--- src/hdl/bsfs_pkg.sv ---
`default_nettype none
package bsfs_pkg;
  localparam int NUM_FORMATS = 16;

  localparam logic [1:0] KIND_OPCODE = 2'd0;
  localparam logic [1:0] KIND_ARG    = 2'd1;
  localparam logic [1:0] KIND_ERROR  = 2'd2;
  localparam logic       IN_BIT      = 1'b0;
  localparam logic       IN_WRITE    = 1'b1;

  typedef struct packed {
    logic [1:0]  item_kind;
    logic [3:0]  format_index;
    logic [31:0] field_value;
    logic [5:0]  field_width;
    logic        last;
  } result_t;
endpackage
`default_nettype wire

--- src/hdl/bsfs_out_reg.sv ---
`default_nettype none
module bsfs_out_reg
  import bsfs_pkg::*;
(
  input  wire logic    clk,
  input  wire logic    rst,
  input  wire logic    load,
  input  wire result_t load_data,
  output logic         full,
  input  wire logic    take,
  output result_t      data
);
  always_ff @(posedge clk) begin
    if (rst) begin
      full <= 1'b0;
    end else if (load) begin
      full <= 1'b1;
    end else if (take) begin
      full <= 1'b0;
    end
  end

  always_ff @(posedge clk) begin
    if (load) begin
      data <= load_data;
    end
  end
endmodule
`default_nettype wire

--- src/hdl/bit_serial_format_splitter_core.sv ---
// bit_serial_format_splitter_core
// input channel (in_valid / in_stall): kind 1 writes one format table entry,
// kind 0 appends one stream bit to the instruction buffer.
// output channel (out_valid / out_stall): opcode field, then argument fields,
// last set on the final one; an overflow error item when the buffer fills.
// cfg_we / cfg_wdata set formats_in_use; the user must do so only while the
// block is idle, which the block itself does not enforce. a stream bit is
// checked against one table entry at a time (read, then compare) by the
// shared match comparator, up to min(formats_in_use, NUM_FORMATS) entries.
// on a match the shared bit walker steps one buffer position per cycle while
// the output register is not full: an opcode pass, and when the format has
// argument fields a second pass that hands each field item to the output
// register as it closes.
// the core holds in_stall high while it works and while the output register
// is full; a stalled receiver simply holds the sequencer.
// reset clears the buffer, the count, formats_in_use and the output register's
// full flag; the table contents are undefined until written.
`default_nettype none
module bit_serial_format_splitter_core
  import bsfs_pkg::*;
#(
  parameter int MAX_BITS = 32
) (
  input  wire logic        clk,
  input  wire logic        rst,
  input  wire logic        cfg_we,
  input  wire logic [4:0]  cfg_wdata,
  input  wire logic        in_valid,
  output logic             in_stall,
  input  wire logic        kind,
  input  wire logic        stream_bit,
  input  wire logic [3:0]  entry_index,
  input  wire logic [5:0]  entry_length,
  input  wire logic [31:0] entry_care_mask,
  input  wire logic [31:0] entry_value_mask,
  input  wire logic [31:0] entry_run_start_mask,
  output logic             out_valid,
  input  wire logic        out_stall,
  output logic [1:0]       item_kind,
  output logic [3:0]       format_index,
  output logic [31:0]      field_value,
  output logic [5:0]       field_width,
  output logic             last
);
  localparam int FW = (NUM_FORMATS > 1) ? $clog2(NUM_FORMATS) : 1;
  localparam int CW = $clog2(MAX_BITS + 1);
  localparam int BW = (MAX_BITS > 32) ? MAX_BITS : 32;

  localparam logic [2:0] S_IDLE  = 3'd0;
  localparam logic [2:0] S_READ  = 3'd1;
  localparam logic [2:0] S_CMP   = 3'd2;
  localparam logic [2:0] S_WALK  = 3'd3;
  localparam logic [2:0] S_ERR   = 3'd4;
  localparam logic [2:0] S_FLUSH = 3'd5;

  logic [2:0]    state;
  logic [4:0]    formats_in_use;
  logic [BW-1:0] bit_buffer;
  logic [CW-1:0] bit_count;
  logic [FW:0]   search;
  logic [FW:0]   limit;

  logic [5:0]  mem_length [NUM_FORMATS];
  logic [31:0] mem_care   [NUM_FORMATS];
  logic [31:0] mem_value  [NUM_FORMATS];
  logic [31:0] mem_run    [NUM_FORMATS];
  logic [5:0]  rd_length;
  logic [31:0] rd_care, rd_value, rd_run;

  // walker state
  logic [5:0]  pos;
  logic [31:0] opv, argv;
  logic [5:0]  opw, argw;
  logic        open, prev_fixed;
  logic [3:0]  win;

  logic    ld, ob_full, take;
  result_t ld_data, ob_data;

  assign take     = ob_full && !out_stall;
  assign in_stall = (state != S_IDLE) || ob_full;
  wire accept     = in_valid && !in_stall;

  always_comb begin
    if (formats_in_use > 5'(NUM_FORMATS))
      limit = (FW+1)'(NUM_FORMATS);
    else
      limit = (FW+1)'(formats_in_use);
  end

  // table memory
  always_ff @(posedge clk) begin
    if (accept && kind == IN_WRITE && {28'd0, entry_index} < NUM_FORMATS) begin
      mem_length[entry_index[FW-1:0]] <= entry_length;
      mem_care[entry_index[FW-1:0]]   <= entry_care_mask;
      mem_value[entry_index[FW-1:0]]  <= entry_value_mask;
      mem_run[entry_index[FW-1:0]]    <= entry_run_start_mask;
    end
    rd_length <= mem_length[search[FW-1:0]];
    rd_care   <= mem_care[search[FW-1:0]];
    rd_value  <= mem_value[search[FW-1:0]];
    rd_run    <= mem_run[search[FW-1:0]];
  end

  // shared match comparator
  logic [31:0] lenmask;
  logic        hit;
  always_comb begin
    lenmask = (rd_length >= 6'd32) ? 32'hFFFF_FFFF : ((32'd1 << rd_length) - 32'd1);
    hit = rd_length != 6'd0 && rd_length <= 6'd32
          && 7'(rd_length) == 7'(bit_count)
          && (((bit_buffer[31:0] ^ rd_value) & rd_care & lenmask) == 32'd0);
  end

  // walker step
  logic cur_b, cur_care, cur_run, at_end;
  assign cur_b    = bit_buffer[pos[4:0]];
  assign cur_care = rd_care[pos[4:0]];
  assign cur_run  = rd_run[pos[4:0]];
  assign at_end   = pos == rd_length;

  always_comb begin
    ld = 1'b0;
    ld_data = '0;
    ld_data.format_index = win;
    if (state == S_WALK && !ob_full && !at_end && !cur_care && open
        && (prev_fixed || cur_run)) begin
      ld = 1'b1;
      ld_data.item_kind = KIND_ARG;
      ld_data.field_value = argv;
      ld_data.field_width = argw;
    end else if (state == S_FLUSH && !ob_full) begin
      ld = 1'b1;
      ld_data.item_kind = KIND_ARG;
      ld_data.field_value = argv;
      ld_data.field_width = argw;
      ld_data.last = 1'b1;
    end else if (state == S_WALK && !ob_full && at_end) begin
      ld = 1'b1;
      ld_data.item_kind = KIND_OPCODE;
      ld_data.field_value = opv;
      ld_data.field_width = opw;
      ld_data.last = !open;
    end else if (state == S_ERR && !ob_full) begin
      ld = 1'b1;
      ld_data.item_kind = KIND_ERROR;
      ld_data.format_index = '0;
      ld_data.last = 1'b1;
    end
  end

  // opcode goes first: it is known only at the end, so arguments queue behind
  // it through a second pass; simplest is to walk twice: pass 0 opcode only
  logic pass;

  always_ff @(posedge clk) begin
    if (rst) begin
      state <= S_IDLE;
      formats_in_use <= '0;
      bit_buffer <= '0;
      bit_count <= '0;
      search <= '0;
      pass <= 1'b0;
    end else begin
      if (cfg_we) formats_in_use <= cfg_wdata;
      unique case (state)
        S_IDLE: begin
          search <= '0;
          if (accept && kind == IN_BIT) begin
            if (bit_count >= CW'(MAX_BITS)) begin
              bit_buffer <= BW'(stream_bit);
              bit_count <= CW'(1);
            end else begin
              bit_buffer <= bit_buffer | (BW'(stream_bit) << bit_count);
              bit_count <= bit_count + CW'(1);
            end
            state <= S_READ;
          end
        end
        S_READ: begin
          if (search >= limit) begin
            state <= (bit_count >= CW'(MAX_BITS)) ? S_ERR : S_IDLE;
          end else begin
            state <= S_CMP;
          end
        end
        S_CMP: begin
          if (hit) begin
            win <= 4'(search);
            pos <= '0; opv <= '0; opw <= '0; argv <= '0; argw <= '0;
            open <= 1'b0; prev_fixed <= 1'b0; pass <= 1'b0;
            state <= S_WALK;
          end else begin
            search <= search + (FW+1)'(1);
            state <= S_READ;
          end
        end
        S_WALK: begin
          if (!ob_full) begin
            if (at_end) begin
              if (!pass) begin
                // opcode emitted, now walk again for the arguments
                if (open) begin
                  pass <= 1'b1;
                  pos <= '0; argv <= '0; argw <= '0; open <= 1'b0;
                  prev_fixed <= 1'b0;
                end else begin
                  bit_buffer <= '0; bit_count <= '0; state <= S_IDLE;
                end
              end else begin
                state <= S_FLUSH;
              end
            end else begin
              pos <= pos + 6'd1;
              if (cur_care) begin
                opv <= opv | (32'(cur_b) << opw[4:0]);
                opw <= opw + 6'd1;
                prev_fixed <= 1'b1;
              end else begin
                if (!open || prev_fixed || cur_run) begin
                  argv <= 32'(cur_b);
                  argw <= 6'd1;
                end else begin
                  argv <= argv | (32'(cur_b) << argw[4:0]);
                  argw <= argw + 6'd1;
                end
                open <= 1'b1;
                prev_fixed <= 1'b0;
              end
            end
          end
        end
        S_FLUSH: begin
          if (!ob_full) begin
            bit_buffer <= '0; bit_count <= '0; state <= S_IDLE;
          end
        end
        S_ERR: begin
          if (!ob_full) begin
            bit_buffer <= '0; bit_count <= '0; state <= S_IDLE;
          end
        end
        default: state <= S_IDLE;
      endcase
    end
  end

  // arguments are only sent on the second pass, opcode only at end of first
  logic ld_gated;
  assign ld_gated = ld && ((state != S_WALK) ||
                           (at_end ? !pass : pass));

  bsfs_out_reg u_out (
    .clk       (clk),
    .rst       (rst),
    .load      (ld_gated),
    .load_data (ld_data),
    .full      (ob_full),
    .take      (take),
    .data      (ob_data)
  );

  assign out_valid    = ob_full;
  assign item_kind    = ob_data.item_kind;
  assign format_index = ob_data.format_index;
  assign field_value  = ob_data.field_value;
  assign field_width  = ob_data.field_width;
  assign last         = ob_data.last;
endmodule
`default_nettype wire

--- config.mk ---
export PLATFORM = sky130hd
export DESIGN_NAME = bit_serial_format_splitter_core
export DESIGN_NICKNAME = d
export VERILOG_FILES = /design/src/hdl/bsfs_pkg.sv /design/src/hdl/bsfs_out_reg.sv /design/src/hdl/bit_serial_format_splitter_core.sv
export SDC_FILE = /design/constraint.sdc
export NUM_CORES = 2
export LEC_CHECK = 0
export BUFFER_PORTS_ARGS = -buffer_cell sky130_fd_sc_hd__buf_2
export CAP_MARGIN = 20
export CORE_MARGIN = 8
export CORE_UTILIZATION = 50
export DETAILED_ROUTE_END_ITERATION = 16
export PLACE_DENSITY = 0.78
export REMOVE_ABC_BUFFERS = 1
export SYNTH_ARGS = -nofsm -noshare
export SYNTH_HDL_FRONTEND = slang
export SYNTH_SLANG_ARGS = --single-unit
--- constraint.sdc ---
create_clock -name clk -period 11.7 [get_ports clk]
set_input_delay 0.585 -clock clk [delete_from_list [all_inputs] [get_ports clk]]
set_output_delay 0.585 -clock clk [all_outputs]
set_load 0.005 [all_outputs]
==> summary.txt <==
CTS
  • CTS Buf Count: 182
  • Postcts setup bufs: 0
  • Worst skew pair latency: 840 ps
  • Clk root buf: clkbuf_16
  • Htree depth: 4
  • PostCTS Resize Cnt: 0
  • Hold buffers post-CTS: 3
  • CTS sink cnt: 1920
  • CTS tree: yes
  • Buffer levels on the longest clock path: 3
  • Clk pin slew, worst setup/hold paths: 60 ps

Setup path
  • R2R Setup Slk: 6280 ps
  • CP Class: reg2reg
  • CP max stage cell: nor2_4
  • Worst R2R Start: rd_length[2]
  • Worst Path Arrival: 5840 ps
  • CP endpoint: opv[8]
  • Critical Path Start: rd_length[2]
  • Worst Path Buf+Inv: 3
  • Critical path's top delay family: simple AND/OR/NAND/NOR gates
  • Worst r2r dst: opv[8]
  • CP most frequent cell: inv_1
  • Critical-path cell list: buf_4, inv_1, nand4_1, ha_1, inv_1, a31o_1, o2111a_1, or3_1, nor4_1, and4_1, a21oi_1, nor2_4
  • Reg2Reg Depth: 12
  • Crit end category: flip-flop
  • Crit path launch type: flip-flop
  • Slowest cell delay on critical path: 840 ps
  • CP Max Fanout: 38
  • Worst path depth: 12
  • WP data required: 12120 ps

Power
  • Comb power frac: 0.017
  • Flop pwr share: 0.558
  • Pint: 10800 uW
  • Sw frac: 0.202
  • Pleak: 0.0255 uW
  • Switching power: 2730 uW
  • Max IR drop VDD: 0.129 mV
  • Power density over the cells: 164 nW/um^2
  • Total power: 13500 uW
  • Clock power frac: 0.425

Finish
  • Final Core Density: 0.566
  • Fraction of layout cells with a size suffix above 1: 0.286
  • Area grow syn2layout: 12.4%
  • Final net count: 3735
  • Final instance area: 82500 sq um

Detailed routing
  • WL/cell: 30.8 um
  • DR pass1 iterations: 6
  • Drc violations: 0
  • Initial drt markers: 4732
  • DR WL met2: 87900 um
  • Drt total wl: 176000 um
  • Via count: 35981
  • Top routing layer used: met5
  • Vias/cell: 6.31
  • Met3 wire length: 16600 um
  • Wl on met1: 66300 um
  • Post-route ant nets: 0

STA
  • Unrepaired setup endpoints after global routing: no
  • Slew Limit Headroom: 0.213
  • Setup-failing EPs final: 0
  • Max-slew violations: 0
  • Clock skew: 52.0 ps
  • Worst hold slack: 44.7 ps
  • Min Tclk post-route: 5420 ps
  • Fin crit share: 0.463
  • Fmax: 0.185 GHz
  • Worst-margin pin slew: 1180 ps
  • Final count of hold timing violations: 0

Place
  • DP HPWL: 89200 um
  • Placed instance area: 76600 sq um
  • Placer congestion estimate: 0.893
  • Port bufs: 164

Logic synthesis
  • Yosys top cell area share: 0.722
  • Mapped Cells: 3376
  • Synth cell types: 77
  • Asr flop ratio synth: 0
  • Yosys warns: 0
  • Cell Area, Synth: 73400 sq um
  • Syn avg cell area: 21.7 sq um
  • Synth top cells by count: 1765 x edfxtp_1, 540 x mux4_2, 167 x nor2_1
  • Post-synthesis sequential area ratio: 0.764
  • Most frequent cell after synthesis: edfxtp_1
  • Synth Register Bits: 1920
  • Post-synth EDFFs: 1765
  • Ranking of synthesized cells by area: edfxtp_1 72%, mux4_2 17%, dfxtp_1 4.2%
  • Largest area contributor in the netlist: edfxtp_1
  • Synth Flop Type: edfxtp_1

GRT
  • Global Route Usage Sum: 0.219
  • Antenna violations before repair: 47
  • Largest net degree at the start of global routing: 159
  • Gr ovfl total: 0
  • Vias in the first global route: 36984
  • Global-route wire length before repair: 256000 um

Floorplan
  • DIE AREA: 159000 sq um
  • Starting Density: 0.504
  • Site Rows: 140
  • Core Area: 146000 sq um
  • Die H: 399 um
  • DIE WIDTH: 399 um
  • IO Pins: 165

Min path
  • HP Start: cfg_wdata[4]
  • Worst Hold Class: in2reg

Status
  • Outcome: complete, no violations

Flow run
  • Max-Cap Viols: 0
-- registers in the layout, summed over array words and instances, names as in the netlist, 32 cells and up --
name        count
mem_care      512
mem_run       512
mem_value     512
mem_length     96
u_out.data     45
argv           32
bit_buffer     32
opv            32
rd_care        32
rd_run         32
rd_value       32
-- cells in the final DEF (no fill, tap or decap), types with 14 or more instances in the layout --
master,n
xor2_1,51
buf_2,164
and3_1,17
nor4_1,14
a31oi_1,35
a22o_1,38
clkbuf_1,60
nor3_1,14
nor2b_1,14
clkinv_1,15
nand2_1,40
diode_2,26
buf_4,56
dfxtp_1,151
nand3_1,26
edfxtp_1,1765
mux4_2,540
o21ai_0,15
clkbuf_16,184
clkinv_2,34
nor2_1,154
inv_1,24
a21oi_1,88
clkbuf_8,18
-- worst min-delay path, stage by stage --
cell and delay, ps:
buf_2 70, mux2i_1 60, nor2_1 90
-- power groups by stage --
stage	registers [uW]	logic, uW	clock network, uW
global route	7540	247	6060
CTS	7540	229	5800
global placement	7680	215	0
detailed placement	7690	226	0
floorplan	7700	109	0
finish	7540	231	5740
-- metal layers --
| metal | vias up | track usage |
|---|---|---|
| li1 | 14635 | - |
| met1 | 18911 | 0.297 |
| met2 | 2098 | 0.360 |
| met3 | 327 | 0.0453 |
| met4 | 10 | 0.0698 |
| met5 | - | 0 |
-- area by class of cell --
cell class                 instances  area, sq um
multi-input combinational       1240        16600
tap                             1917         2400
clock buffer                     262         5080
timing repair buffer             235         1490
fill                           10286        63200
inverter                          25         93.8
sequential                      1920        56100
clock inverter                    79          736
antenna                           26         65.1
-- worst min-delay path by stage --
stage	to	slack, ps	cells past startpoint
final	formats_in_use[4]	40	3
after global placement	formats_in_use[0]	480	2
after floorplan	search[4]	450	2
after CTS	formats_in_use[1]	3	3
after global routing	formats_in_use[1]	10	3
after detailed placement	formats_in_use[0]	500	2
-- kinds of logic (layout without fill, tap and decap cells) --
| group | after synthesis | after routing | synth area share |
|---|---|---|---|
| xor gates and xnor gates | 59 | 59 | 0.00704 |
| other | 0 | 26 | 0 |
| adders and majority gates | 13 | 13 | 0.00222 |
| AOI/OAI and AO/OA | 238 | 238 | 0.0215 |
| and+or+nand+nor | 375 | 375 | 0.0251 |
| DFF | 1920 | 1920 | 0.764 |
| buffers and inverters | 216 | 601 | 0.0120 |
| muxes | 555 | 555 | 0.168 |
-- stage by stage --
stage	setup TNS (ps)	cells	worst slack [ps]
2_1_floorplan	-690220	3185	-7180
3_3_place_gp	0	5328	6400
3_5_place_dp	0	5331	6390
4_1_cts	0	5675	6400
5_1_grt	0	5686	6030
6_report	0	5704	6280
Note: power is estimated with default switching activity, not from simulation.
